## src/rtl/sleb_pkg.sv

```systemverilog
`timescale 1ns / 1ps

package sleb_pkg;

    localparam int BYTE_W        = 8;
    localparam int DIGIT_W       = 7;
    localparam int CONT_BIT_POS  = 7;
    localparam int SIGN_BIT_POS  = 6;
    localparam int VALUE_W       = 32;
    localparam int NARROW_W      = 16;
    localparam int WIDE_W        = 32;
    localparam int SHIFT_W       = 6;
    localparam int CFG_DATA_W    = 32;
    localparam int CFG_IDX_W     = 1;
    localparam int COUNT_BITS_DEF = 32;

    typedef enum logic [1:0] {
        ST_OK       = 2'd0,
        ST_OVERLONG = 2'd1,
        ST_TRUNC    = 2'd2,
        ST_TRAIL    = 2'd3
    } status_t;

    typedef enum logic [CFG_IDX_W-1:0] {
        REG_WIDE_MODE   = 1'b0,
        REG_VALUE_COUNT = 1'b1
    } cfg_reg_t;

    typedef struct packed {
        logic [BYTE_W-1:0] data_byte;
        logic              last_byte;
    } in_beat_t;

    typedef struct packed {
        logic signed [VALUE_W-1:0] value;
        logic                      value_valid;
        logic                      done_res;
        status_t                   status;
    } result_t;

endpackage

```

## src/rtl/sleb_channels.sv

```systemverilog
`timescale 1ns / 1ps

// Byte channel into the decoder.
interface sleb_byte_if;
    import sleb_pkg::*;

    logic              valid;
    logic              ready;
    logic [BYTE_W-1:0] data_byte;
    logic              last_byte;

    modport source (output valid, output data_byte, output last_byte, input ready);
    modport sink   (input valid, input data_byte, input last_byte, output ready);
endinterface

// Result channel out of the decoder.
interface sleb_result_if;
    import sleb_pkg::*;

    logic                      valid;
    logic                      ready;
    logic signed [VALUE_W-1:0] value;
    logic                      value_valid;
    logic                      done_res;
    logic [1:0]                status;

    modport source (output valid, output value, output value_valid, output done_res,
                    output status, input ready);
    modport sink   (input valid, input value, input value_valid, input done_res,
                    input status, output ready);
endinterface

// Register write channel.
interface sleb_cfg_if;
    import sleb_pkg::*;

    logic                  valid;
    logic                  ready;
    logic [CFG_IDX_W-1:0]  index;
    logic [CFG_DATA_W-1:0] wdata;

    modport source (output valid, output index, output wdata, input ready);
    modport sink   (input valid, input index, input wdata, output ready);
endinterface

```

## src/rtl/sleb_decode_core.sv

```systemverilog
`timescale 1ns / 1ps

module sleb_decode_core #(
    parameter int COUNT_BITS = sleb_pkg::COUNT_BITS_DEF
) (
    input  logic                                clk,
    input  logic                                rst_n,
    input  logic                                fire,
    input  sleb_pkg::in_beat_t                  beat,
    input  logic                                wide_mode,
    input  logic [sleb_pkg::CFG_DATA_W-1:0]     value_count,
    output logic                                res_valid,
    output sleb_pkg::result_t                   res
);
    import sleb_pkg::*;

    logic [VALUE_W-1:0]    partial_reg, partial_next;
    logic [SHIFT_W-1:0]    shift_reg, shift_next;
    logic [COUNT_BITS-1:0] count_reg, count_next;
    status_t               error_reg, error_next;

    logic [SHIFT_W-1:0]             shift_lim;
    logic [SHIFT_W-1:0]             shift_inc;
    logic [VALUE_W+DIGIT_W-1:0]     digit_shifted;
    logic [VALUE_W-1:0]             merged;
    logic [VALUE_W-1:0]             v;
    logic                           have_value;
    status_t                        st;

    always_comb
    begin
        shift_lim     = wide_mode ? SHIFT_W'(WIDE_W) : SHIFT_W'(NARROW_W);
        shift_inc     = shift_reg + SHIFT_W'(DIGIT_W);
        digit_shifted = (VALUE_W+DIGIT_W)'(beat.data_byte[DIGIT_W-1:0]) << shift_reg;
        merged        = partial_reg | digit_shifted[VALUE_W-1:0];

        partial_next = partial_reg;
        shift_next   = shift_reg;
        count_next   = count_reg;
        error_next   = error_reg;
        have_value   = 1'b0;
        v            = merged;

        if (error_reg == ST_OK)
        begin
            if (CFG_DATA_W'(count_reg) >= value_count)
            begin
                error_next = ST_TRAIL;
            end
            else if (shift_reg >= shift_lim)
            begin
                error_next = ST_OVERLONG;
            end
            else
            begin
                partial_next = merged;
                shift_next   = shift_inc;
                if (!beat.data_byte[CONT_BIT_POS])
                begin
                    // Final byte of the value: sign-extend from the gathered bits.
                    if ((shift_inc < shift_lim) && beat.data_byte[SIGN_BIT_POS])
                    begin
                        v = merged | ({VALUE_W{1'b1}} << shift_inc);
                    end
                    if (!wide_mode)
                    begin
                        v = {{(VALUE_W-NARROW_W){v[NARROW_W-1]}}, v[NARROW_W-1:0]};
                    end
                    have_value   = 1'b1;
                    partial_next = '0;
                    shift_next   = '0;
                    if (!(&count_reg))
                    begin
                        count_next = count_reg + COUNT_BITS'(1);
                    end
                end
            end
        end

        priority if (error_next != ST_OK)
        begin
            st = error_next;
        end
        else if ((shift_next != '0) || (CFG_DATA_W'(count_next) < value_count))
        begin
            st = ST_TRUNC;
        end
        else
        begin
            st = ST_OK;
        end

        res_valid       = fire && (have_value || beat.last_byte);
        res.value       = have_value ? VALUE_W'(v) : '0;
        res.value_valid = have_value;
        res.done_res    = beat.last_byte;
        res.status      = beat.last_byte ? st : ST_OK;
    end

    always_ff @(posedge clk or negedge rst_n)
    begin
        if (!rst_n)
        begin
            partial_reg <= '0;
            shift_reg   <= '0;
            count_reg   <= '0;
            error_reg   <= ST_OK;
        end
        else if (fire)
        begin
            if (beat.last_byte)
            begin
                // End of blob: start the next one from a clean state.
                partial_reg <= '0;
                shift_reg   <= '0;
                count_reg   <= '0;
                error_reg   <= ST_OK;
            end
            else
            begin
                partial_reg <= partial_next;
                shift_reg   <= shift_next;
                count_reg   <= count_next;
                error_reg   <= error_next;
            end
        end
    end

endmodule

```

## src/rtl/sleb_out_buf.sv

```systemverilog
`timescale 1ns / 1ps

module sleb_out_buf (
    input  logic              clk,
    input  logic              rst_n,
    input  logic              push,
    input  sleb_pkg::result_t push_data,
    output logic              full,
    sleb_result_if.source     result_ch
);
    import sleb_pkg::*;

    result_t     head_reg, head_next;
    result_t     tail_reg, tail_next;
    logic [1:0]  cnt_reg, cnt_next;
    logic        pop;

    always_comb
    begin
        pop       = result_ch.valid && result_ch.ready;
        full      = (cnt_reg == 2'd2);
        head_next = head_reg;
        tail_next = tail_reg;
        cnt_next  = cnt_reg + 2'(push) - 2'(pop);

        if (pop)
        begin
            if (cnt_reg == 2'd2)
            begin
                head_next = tail_reg;
            end
            else
            begin
                head_next = push_data;
            end
        end
        else if (cnt_reg == 2'd0)
        begin
            head_next = push_data;
        end

        if (push && (((cnt_reg == 2'd1) && !pop) || ((cnt_reg == 2'd2) && pop)))
        begin
            tail_next = push_data;
        end
    end

    always_ff @(posedge clk or negedge rst_n)
    begin
        if (!rst_n)
        begin
            cnt_reg <= 2'd0;
        end
        else
        begin
            cnt_reg <= cnt_next;
        end
    end

    always_ff @(posedge clk)
    begin
        head_reg <= head_next;
        tail_reg <= tail_next;
    end

    assign result_ch.valid       = (cnt_reg != 2'd0);
    assign result_ch.value       = head_reg.value;
    assign result_ch.value_valid = head_reg.value_valid;
    assign result_ch.done_res    = head_reg.done_res;
    assign result_ch.status      = head_reg.status;

endmodule

```

## src/rtl/signed_leb128_stream_decoder_unit.sv

```systemverilog
// Path: an accepted byte is registered in stage one and decoded; its result, if any, is
// registered in the result queue, whose head drives the result channel.
// Throughput: one byte per cycle; the decode stage and the two-entry result queue
// let a new byte enter every cycle while the result side keeps taking beats.
// Reset (rst_n, asynchronous, active low) clears the decoder state, the register
// file (16-bit mode, value count zero) and all valid flags; no clearing pass is needed.
`timescale 1ns / 1ps

module signed_leb128_stream_decoder_unit #(
    parameter int COUNT_BITS = sleb_pkg::COUNT_BITS_DEF
) (
    input  logic           clk,
    input  logic           rst_n,
    sleb_byte_if.sink      byte_ch,
    sleb_result_if.source  result_ch,
    sleb_cfg_if.sink       cfg
);
    import sleb_pkg::*;

    // The block is a two-stage pipe. Stage one registers the incoming byte
    // beat. Stage two decodes it against the running value state and pushes
    // a result (when there is one) into a two-entry queue that drives the
    // result channel. Stage two only advances when the queue has room, so
    // no result can ever be dropped.

    logic       s1_valid_reg, s1_valid_next;
    in_beat_t   s1_beat_reg;
    logic       wide_mode_reg;
    logic [CFG_DATA_W-1:0] value_count_reg;

    logic       in_accept;
    logic       fire;
    logic       buf_full;
    logic       res_valid;
    result_t    res;

    // Registers always accept writes; the user must write only while idle (not enforced).
    assign cfg.ready = 1'b1;

    always_ff @(posedge clk or negedge rst_n)
    begin
        if (!rst_n)
        begin
            wide_mode_reg   <= 1'b0;
            value_count_reg <= '0;
        end
        else if (cfg.valid)
        begin
            unique case (cfg_reg_t'(cfg.index))
                REG_WIDE_MODE:   wide_mode_reg   <= cfg.wdata[0];
                REG_VALUE_COUNT: value_count_reg <= cfg.wdata;
                default:         ;
            endcase
        end
    end

    // Stage one moves on whenever the queue can take whatever the decode makes.
    assign fire          = s1_valid_reg && !buf_full;
    assign byte_ch.ready = !s1_valid_reg || fire;
    assign in_accept     = byte_ch.valid && byte_ch.ready;

    always_comb
    begin
        s1_valid_next = s1_valid_reg;
        if (in_accept)
        begin
            s1_valid_next = 1'b1;
        end
        else if (fire)
        begin
            s1_valid_next = 1'b0;
        end
    end

    always_ff @(posedge clk or negedge rst_n)
    begin
        if (!rst_n)
        begin
            s1_valid_reg <= 1'b0;
        end
        else
        begin
            s1_valid_reg <= s1_valid_next;
        end
    end

    always_ff @(posedge clk)
    begin
        if (in_accept)
        begin
            s1_beat_reg.data_byte <= byte_ch.data_byte;
            s1_beat_reg.last_byte <= byte_ch.last_byte;
        end
    end

    // Value assembly, sign extension, count and sticky error tracking.
    sleb_decode_core #(
        .COUNT_BITS (COUNT_BITS)
    ) u_core (
        .clk         (clk),
        .rst_n       (rst_n),
        .fire        (fire),
        .beat        (s1_beat_reg),
        .wide_mode   (wide_mode_reg),
        .value_count (value_count_reg),
        .res_valid   (res_valid),
        .res         (res)
    );

    // Result queue: lets a finished result wait while the next byte decodes.
    sleb_out_buf u_out (
        .clk       (clk),
        .rst_n     (rst_n),
        .push      (res_valid),
        .push_data (res),
        .full      (buf_full),
        .result_ch (result_ch)
    );

endmodule

```

## src/flat_wrapper.sv

```systemverilog
// flat-port wrapper written by rule: the top's interface ports become plain ports
module signed_leb128_stream_decoder_unit_flat import sleb_pkg::*;
#(
    parameter int COUNT_BITS = sleb_pkg::COUNT_BITS_DEF
)
  (clk, rst_n, byte_ch_valid, byte_ch_data_byte, byte_ch_last_byte, byte_ch_ready, result_ch_valid, result_ch_value, result_ch_value_valid, result_ch_done_res, result_ch_status, result_ch_ready, cfg_valid, cfg_index, cfg_wdata, cfg_ready);
  sleb_byte_if byte_ch_i ();
  sleb_result_if result_ch_i ();
  sleb_cfg_if cfg_i ();
  input  logic clk;
  input  logic rst_n;
  input wire logic [$bits(byte_ch_i.valid)-1:0] byte_ch_valid;
  input wire logic [$bits(byte_ch_i.data_byte)-1:0] byte_ch_data_byte;
  input wire logic [$bits(byte_ch_i.last_byte)-1:0] byte_ch_last_byte;
  output wire logic [$bits(byte_ch_i.ready)-1:0] byte_ch_ready;
  output wire logic [$bits(result_ch_i.valid)-1:0] result_ch_valid;
  output wire logic [$bits(result_ch_i.value)-1:0] result_ch_value;
  output wire logic [$bits(result_ch_i.value_valid)-1:0] result_ch_value_valid;
  output wire logic [$bits(result_ch_i.done_res)-1:0] result_ch_done_res;
  output wire logic [$bits(result_ch_i.status)-1:0] result_ch_status;
  input wire logic [$bits(result_ch_i.ready)-1:0] result_ch_ready;
  input wire logic [$bits(cfg_i.valid)-1:0] cfg_valid;
  input wire logic [$bits(cfg_i.index)-1:0] cfg_index;
  input wire logic [$bits(cfg_i.wdata)-1:0] cfg_wdata;
  output wire logic [$bits(cfg_i.ready)-1:0] cfg_ready;
  assign byte_ch_i.valid = byte_ch_valid;
  assign byte_ch_i.data_byte = byte_ch_data_byte;
  assign byte_ch_i.last_byte = byte_ch_last_byte;
  assign byte_ch_ready = byte_ch_i.ready;
  assign result_ch_valid = result_ch_i.valid;
  assign result_ch_value = result_ch_i.value;
  assign result_ch_value_valid = result_ch_i.value_valid;
  assign result_ch_done_res = result_ch_i.done_res;
  assign result_ch_status = result_ch_i.status;
  assign result_ch_i.ready = result_ch_ready;
  assign cfg_i.valid = cfg_valid;
  assign cfg_i.index = cfg_index;
  assign cfg_i.wdata = cfg_wdata;
  assign cfg_ready = cfg_i.ready;
  signed_leb128_stream_decoder_unit #(.COUNT_BITS(COUNT_BITS)) u_core (.clk(clk), .rst_n(rst_n), .byte_ch(byte_ch_i), .result_ch(result_ch_i), .cfg(cfg_i));
endmodule
```

## config.mk

```make
export PLATFORM = sky130hd
export DESIGN_NAME = signed_leb128_stream_decoder_unit_flat
export DESIGN_NICKNAME = d
export VERILOG_FILES = /design/src/rtl/sleb_pkg.sv /design/src/rtl/sleb_channels.sv /design/src/rtl/sleb_decode_core.sv /design/src/rtl/sleb_out_buf.sv /design/src/rtl/signed_leb128_stream_decoder_unit.sv /design/src/flat_wrapper.sv
export SDC_FILE = /design/constraint.sdc
export NUM_CORES = 1
export LEC_CHECK = 0
export ABC_AREA = 0
export BUFFER_PORTS_ARGS = -buffer_cell sky130_fd_sc_hd__buf_2
export CAP_MARGIN = 30
export CORE_UTILIZATION = 50
export DETAILED_ROUTE_END_ITERATION = 10
export GPL_ROUTABILITY_DRIVEN = 0
export PLACE_DENSITY = 0.68
export SLEW_MARGIN = 40
export SYNTH_ARGS = -nofsm -noshare
export SYNTH_HDL_FRONTEND = slang
export SYNTH_SLANG_ARGS = --single-unit
export TNS_END_PERCENT = 100
```

## constraint.sdc

```tcl
create_clock -name clk -period 7.35 [get_ports clk]
set_input_delay 0.3675 -clock clk [delete_from_list [all_inputs] [get_ports clk]]
set_output_delay 0.3675 -clock clk [all_outputs]
set_load 0.02 [all_outputs]
```

======== Word-level counts from Yosys, hierarchy flattened ========
Index checks and enable logic that the tools add are counted.
cells by class
  $add $sub $neg .......................... 4
  magnitude comparators ................... 4
  eq/ne operators ......................... 4
  shift-type cells ........................ 2
  muxes and demuxes ....................... 40
  bitwise gates (word level) .............. 3
  reductions and logical operators ........ 27
operators with widths
  kind                                                   number
  2-to-1 mux 32 bit                                      18
  2-to-1 mux 36 bit                                      3
  bitwise OR 32 bit                                      2
  2-to-1 mux 6 bit                                       6
  adder 32 x 1 -> 32 bit, second input constant          1
  greater-or-equal comparator 32 bit                     1
  < comparator 32 bit                                    1
  AND reduction 32 bit                                   1
  left shift 32 x 6 -> 32 bit, first input constant      1
  left shift 7 x 6 -> 32 bit                             1
  2-to-1 mux 2 bit                                       7
  nonzero test 2 bit                                     5
  logical AND 1 bit                                      8
  adder 6 x 3 -> 6 bit, second input constant            1
  greater-or-equal comparator 6 bit                      1
  < comparator 6 bit                                     1
  2-to-1 mux 1 bit                                       6
  nonzero test 6 bit                                     1
  logical NOT 2 bit                                      2
  logical OR 1 bit                                       4
  inequality test 2 x 1 -> 1 bit, second input constant  2
  AND reduction 2 bit                                    2
  AND reduction 4 bit                                    1
  logical NOT 1 bit                                      3
  5 further kinds                                        5
storage, ports and cells
  flip-flop bits (word level) ............. 189
  input bits .............................. 47
  output and inout port bits .............. 39
  logic and storage cells ................. 102

======== Longest topological paths before layout ========
Gate-level depths: netlist (run 1).
  word-level depth ........................ 13
  depth in mapped cells ................... 21

======== Modules after synthesis ========
Synthesis (run 1) repeated with hierarchy kept, for this count alone.
unflattened totals
  cell total of the unflattened synthesis .. 1,074
  area total of the unflattened synthesis .. 11,405.9 sq um
modules (own cells, without submodules)
  module                             times used  cells each  area an instance (sq um)  sequential area each (sq um)
  sleb_decode_core                   1           861         6,881.6                   1,801.7
  sleb_out_buf                       1           126         2,807.7                   2,212.1
  signed_leb128_stream_decoder_unit  1           87          1,716.6                   1,121.1

======== Worst setup path before layout (run 1) ========
Ideal clock, no wire load.
  kind .................................... register -> register
  from .................................... register u_core.u_core.shift_reg[0]
  to ...................................... register u_core.u_out.head_reg, in the netlist u_core.u_out.result_ch.status[1] (data pin)
  library setup time ...................... 0.260 ns
  data arrival time ....................... 4.693 ns
  path slack .............................. 2.397 ns
  stages on the path, launching flop included .. 22
  path buffers ............................ 2
  path through ............................ dfrtp_1 > buf_1 > inv_1 > ha_1 > nand4bb_1 > a21boi_0 > nor4b_1 > o21ai_1 > or3_1 > buf_4 > nor4_4 > nand2_1 > xnor2_1 > ha_1 > and4_1 > nand3_1 > nor4_1 > nand2_1 > nor3_1 > o211ai_1 > a211o_1 > mux2_2
RTL lines
  item                    line                     RTL
  from (decl)             sleb_decode_core.sv:18   logic [SHIFT_W-1:0] shift_reg, shift_next;
  from (signal assigned)  sleb_decode_core.sv:122  shift_reg <= shift_next;
  to (signal assigned)    sleb_out_buf.sv:62       head_reg <= head_next;
  to (decl)               sleb_out_buf.sv:13       result_t head_reg, head_next;

==> metrics, run 1 <==
status completed; via count of the routed design around 8900; # rows between 50 and 60; initial antenna violation count 0; switching share of total power 0.420; max frequency 0.165 GHz; Layout Skew around 0.016 ns; DRT Wirelength approximately 27 mm; vias in the first global route a little over 8000; FF+latch area slightly above 0.005 sq mm; Hold Path Class in -> reg; nets 1304; CP cell instances inv_1 > ha_1 > nand4bb_1 > a21boi_0 > nor4b_1 > o21ai_1 > or3_1 > nor4_4 > nand2_1 > xnor2_1 > ha_1 > and4_1 > nand3_1 > nor4_1 > nand2_1 > nor3_1 > o211ai_1 > a211o_1 > mux2_2; clock network power share 0.234; share of cells above drive strength 1 0.174; PD cells between 300 and 400 mW/mm^2; cell area after layout ~0.012 sq mm; Net Count, Synth 1251; Num CTS Buffers 17; Final Hold Fails 0; Worst Path Max Fanout 17; Tot GR Track Use 0.246; setup TNS 0 ns; Filler Cells Inserted approximately 1900; WP data arrival 6.24 ns; Die Ht ~150 microns; Root Buffer Master clkbuf_16; P_leak 5.43 nW; clk sinks ~190; startpoint types flip-flop; WP data required around 7.6 ns; Top FF cell, synth dfrtp_1; Worst path top cell family by delay simple AND/OR/NAND/NOR gates; DR DRC count 0; clk_lat worst skew 0.45 ns; Async SR Flop Fraction 0.571; Worst Setup End Kind flip-flop; DR WL/cell between 15 and 20 microns; Post-Syn Instances between 1000 and 1500; Slew @ Worst Pin roughly 0.84 ns; drt first pass iters 5; antenna-violating nets left 0; sequential share of the synthesized area 0.460; hpwl dp 18.9 mm; synthesized flop and latch total ~190; Distinct cells, synth 73; die extent in x between 150 and 200 microns; Comb pwr share 0.399; grt ovf 0; number of flops mapped to enable cells by yosys 81; WS Path Type reg -> reg; # diodes 0; Power Total 0.00419 W; number of max-cap violations 0; Mean Syn Cell Area 9.87 sq um; CTS tree built; Initial DRC Count around 760; RSZ-0062 raised after global routing false; synth warn 0; Slew Limit Headroom 0.432; slowest stage delay, CP about 0.74 ns; via/cell ratio slightly above 6; Clock Path Buffers 2; Slew Viols, Final 0; port bufs between 80 and 90; Die ar. 0.0229 sq mm; Mapped Area between 0.01 and 0.015 sq mm; setup violators final 0; share of power burned in registers 0.367; internal power ~0.0024 W; max reg flops 36; CP Buf/Inv Count 1; Multi-input gate area 0.00555 sq mm; WHS between 0.08 and 0.09 ns; Initial Util 0.511; Clock transition at path regs 0.08 ns; first-pass GRT wire length around 43 mm; VDD IR-drop max approximately 0.00020 V; largest net degree at the start of global routing 71; minimum clock period 6.04 ns; Tcrit/Tclk final 0.822; Core ar. about 0.022 sq mm; post_cts resized 0; placed cell area ~0.012 sq mm; Sw Pwr between 0.0015 and 0.002 W; P&R area growth vs syn 11.9%; H-tree depth 4; I/O Pins 86; slowest CP cell or3_1
path summary, 6_finish.rpt:
kind | start | to | slack, ns | cells after the start
max in group asynchronous | rst_n | u_core.value_count_reg[19] | 5.86 | 3
setup / recovery | u_core.u_core.shift_reg[0] | u_core.u_out.result_ch.status[1] | 1.31 | 19
hold reg to reg | u_core.u_core.partial_reg[5] | u_core.u_core.partial_reg[5] | 0.50 | 2
hold / removal | byte_ch_data_byte[6] | u_core.s1_beat_reg[7] | 0.09 | 1
min in group asynchronous | rst_n | u_core.u_core.count_reg[9] | 0.44 | 2
setup reg to reg | u_core.u_core.shift_reg[0] | u_core.u_out.result_ch.status[1] | 1.31 | 19
synth_stat cells (all sizes together), types with 16 or more instances:
cell type	n	area share
nor4	16	0.013
mux2i	24	0.022
dfrtp	108	0.24
nor2	101	0.034
mux2	49	0.049
nand3	26	0.012
buf	17	0.0074
clkbuf	53	0.018
xnor2	25	0.020
edfxtp	81	0.22
nor3	23	0.012
a21oi	60	0.027
a31oi	21	0.012
o21ai	51	0.023
nand2	136	0.046
inv	57	0.019
ha	73	0.082
nand4	26	0.015
o31ai	20	0.013
metrics by stage:
stage / cells / worst slack (ns) / utilization
final: 1477 / 1.31 / 0.572
after detailed placement: 1444 / 1.38 / 0.542
after global routing: 1477 / 0.835 / 0.572
after global placement: 1442 / 1.69 / 0.540
after CTS: 1477 / 1.37 / 0.572
after floorplan: 1131 / 2.40 / -
layout make-up:
class | count | share of cell area
Clock buffer | 17 | 0.0341
Clock inverter | 15 | 0.0173
Inverter | 58 | 0.0174
Multi-Input combinational cell | 814 | 0.444
Sequential cell | 189 | 0.411
Tap cell | 280 | 0.0280
Timing Repair Buffer | 104 | 0.0476
layer usage:
layer | global-route usage | vias to the layer above | routed length [microns]
met2 | 0.357 | 378 | 11400
li1 | - | 4212 | -
met4 | 0.0710 | 0 | 461
met1 | 0.376 | 4281 | 13300
met3 | 0.0352 | 37 | 1840
met5 | 0 | - | 0
cells by family (layout without fill, tap and decap cells):
logic type	after synthesis	in the layout	share of synthesized area
buffers and inverters	128	194	0.0447
other	1	1	0.000336
and+or+nand+nor	397	397	0.173
AOI/OAI and AO/OA	232	232	0.136
DFF	189	189	0.460
xor gates and xnor gates	35	35	0.0275
adders and majority gates	73	73	0.0818
muxes	76	76	0.0770
repair_timing:
action                    CTS  global route
hold endpoints to repair   38             0
hold buffers                1             0
buffers inserted            0             0
cells in the final DEF (no fill, tap or decap), types with 4 or more instances in the layout:
master and instances:
clkbuf_16 17, nor2b_1 14, o31ai_1 20, o22ai_1 5, o211ai_1 4, nand2_1 136, or3_1 8, mux2_2 49
ha_1 73, a221oi_1 12, buf_2 83, a22o_1 4, and3_1 10, nand3_1 26, a31oi_1 21, xor2_1 10
a211oi_1 9, nand2b_1 13, nor4_1 12, dfrtp_1 107, nor2_1 101, a41oi_1 5, inv_1 57, nand4_1 25
xnor2_1 24, a21oi_1 59, buf_4 17, nor3_1 20, o21ai_0 49, edfxtp_1 81, mux2i_1 24, clkinv_8 6
o21a_1 7, a221o_1 5, inv_12 5, and2_1 5
power groups by stage:
stage	logic (W)	clock network [W]	registers (W)
after floorplan	0.00105	0	0.00163
after global placement	0.00161	0	0.00154
after detailed placement	0.00164	0	0.00156
after CTS	0.00165	0.000998	0.00154
after global routing	0.00182	0.00104	0.00157
final	0.00167	0.000978	0.00154
(Power assumes the default switching activity.)
==> run 2, diff against run 1 <==
==> constraint.sdc (replaced) <==
create_clock -name clk -period 6.23 [get_ports clk]
set_input_delay 0.3115 -clock clk [delete_from_list [all_inputs] [get_ports clk]]
set_output_delay 0.3115 -clock clk [all_outputs]
set_load 0.02 [all_outputs]
==> run 2 against run 1 <==
  * Die area stayed put
  * Non-clock buffer count is 1 higher
  * Cell count about the same
  * Fmax rose by 9.0%
  * Design area up 0.28%
  * Register-to-register slack got worse by 0.62 ns
  * Critical path type unchanged
  * Power up 18%
==> metrics, run 2 (synthesized netlist as in run 1, its figures left out) <==
Slew @ Worst Pin 0.896 ns (was 0.840 ns); Filler Cells Inserted 1903 (was 1929); max frequency 0.180 GHz (was 0.165 GHz); DR WL/cell 18.1 microns (was 18.3 microns); post-route insts no fill 1478 (was 1477); minimum clock period 5.55 ns (was 6.04 ns); WS Path Type reg -> reg (unchanged); Clock Path Buffers 2 (unchanged); number of max-cap violations 0 (unchanged); Power Total 0.00495 W (was 0.00419 W); max reg flops 36 (unchanged); commonest non-fill, non-tap cells in the layout nand2_1 (136), dfrtp_1 (108), nor2_1 (101), buf_2 (83), edfxtp_1 (81) (was nand2_1 (136), dfrtp_1 (107), nor2_1 (101), buf_2 (83), edfxtp_1 (81)); worst setup margin 0.685 ns (was 1.31 ns); DRT Wirelength 26.8 mm (was 27.0 mm); RSZ-0062 raised after global routing false (unchanged); Clock transition at path regs 0.08 ns (about the same); post_cts resized 0 (unchanged); via count of the routed design 8737 (was 8908); Die ar. 0.0229 sq mm (unchanged); # diodes 0 (unchanged); Slew Viols, Final 0 (unchanged); CTS tree built (unchanged); via/cell ratio 5.91 (was 6.03); grt ovf 0 (unchanged); vias in the first global route 8137 (was 8277); Die Ht 151 microns (unchanged); Worst Path Max Fanout 16 (was 17); die extent in x 151 microns (unchanged); CTS Hold Bufs 1 (unchanged); Placed Cells 1445 (was 1444); clk sinks 189 (unchanged); PD cells 395 mW/mm^2 (was 335 mW/mm^2); Worst Setup End Kind flip-flop (unchanged); WP data required 6.42 ns (was 7.55 ns); status completed (unchanged); Setup Fix Bufs, Post-CTS 0 (unchanged); initial antenna violation count 0 (unchanged); Slew Limit Headroom 0.396 (was 0.432); I/O Pins 86 (unchanged); Initial Util 0.511 (unchanged); H-tree depth 4 (unchanged); Place WS 0.735 ns (was 1.38 ns); Layout Skew 0.0157 ns (was 0.0160 ns); Core ar. 0.0218 sq mm (unchanged); Root Buffer Master clkbuf_16 (unchanged); Final Hold Fails 0 (unchanged); fin util 0.574 (was 0.572); clk_lat worst skew 0.45 ns (about the same); share of cells above drive strength 1 0.174 (about the same); drt first pass iters 6 (was 5); setup violators final 0 (unchanged); Initial DRC Count 1000 (was 763); DR DRC count 0 (unchanged); first-pass GRT wire length 43.6 mm (was 43.5 mm); WP data arrival 5.74 ns (was 6.24 ns); setup TNS 0 ns (unchanged); commonest non-fill, non-tap cell in the layout nand2_1 (unchanged); port bufs 84 (unchanged); hpwl dp 18.9 mm (about the same); Tot GR Track Use 0.247 (was 0.246); antenna-violating nets left 0 (unchanged); # rows 54 (unchanged); Tcrit/Tclk final 0.890 (was 0.822); VDD IR-drop max 0.000236 V (was 0.000200 V); nets 1305 (was 1304); largest net degree at the start of global routing 71 (unchanged); Num CTS Buffers 17 (unchanged); P&R area growth vs syn 12.2% (was 11.9%); P_leak 5.45 nW (was 5.43 nW); startpoint types flip-flop (unchanged); Hold Path Class in -> reg (unchanged)
## run 2: worst paths after layout
kind                                                from                          endpoint  slack [ns]  cells past startpoint
max in group asynchronous                          rst_n         u_core.value_count_reg[3]        4.77                      3
min reg2reg                u_core.u_core.partial_reg[19]     u_core.u_core.partial_reg[19]        0.50                      2
max                           u_core.u_core.shift_reg[0]  u_core.u_out.result_ch.status[1]        0.68                     19
max reg2reg                   u_core.u_core.shift_reg[0]  u_core.u_out.result_ch.status[1]        0.68                     19
min in group asynchronous                          rst_n        u_core.value_count_reg[10]        0.39                      2
min                                 byte_ch_data_byte[6]             u_core.s1_beat_reg[7]        0.04                      1
## run 2: where the power goes
part           leakage, nW  switching, W  internal [W]  total [W]
registers             2.21      0.000145       0.00165    0.00179
logic                 2.93       0.00133      0.000664    0.00200
clock network        0.309      0.000595      0.000569    0.00116
## run 2: critical path: stages (launching register included)
cell and delay, ns:
dfrtp_1 0.73, inv_1 0.18, ha_1 0.29, nand4bb_1 0.11, a21boi_0 0.13, nor4b_1 0.45, o21ai_1 0.19, or3_1 0.46
nor4_4 0.53, nand2_1 0.18, xnor2_1 0.16, ha_1 0.30, and4_1 0.19, nand3_1 0.08, nor4_1 0.32, nand2_1 0.09
nor3_1 0.21, o211ai_1 0.12, a211o_1 0.30, mux2_2 0.27
## run 2: layout make-up
type	instances	area, sq um	share of cell area
Timing Repair Buffer	105	614	0.0490
Clock inverter	15	221	0.0177
Tap cell	280	350	0.0280
Inverter	58	218	0.0174
Multi-Input combinational cell	814	5560	0.444
Clock buffer	17	425	0.0340
Sequential cell	189	5130	0.410
## run 2: routing by layer
metal / wire length [microns] / share of wire / global-route usage
met1: 13400 / 0.50 / 0.383
met2: 11100 / 0.41 / 0.351
met3: 1850 / 0.069 / 0.0392
met4: 406 / 0.015 / 0.0740
met5: 0 / 0 / 0
## run 2: stage by stage
stage	instance area [sq um]	hold WS [ns]
after global routing	12500	0.0240
after floorplan	11200	0.0159
after detailed placement	11900	0.333
after global placement	11800	0.326
after CTS	12500	0.0266
final	12500	0.0405
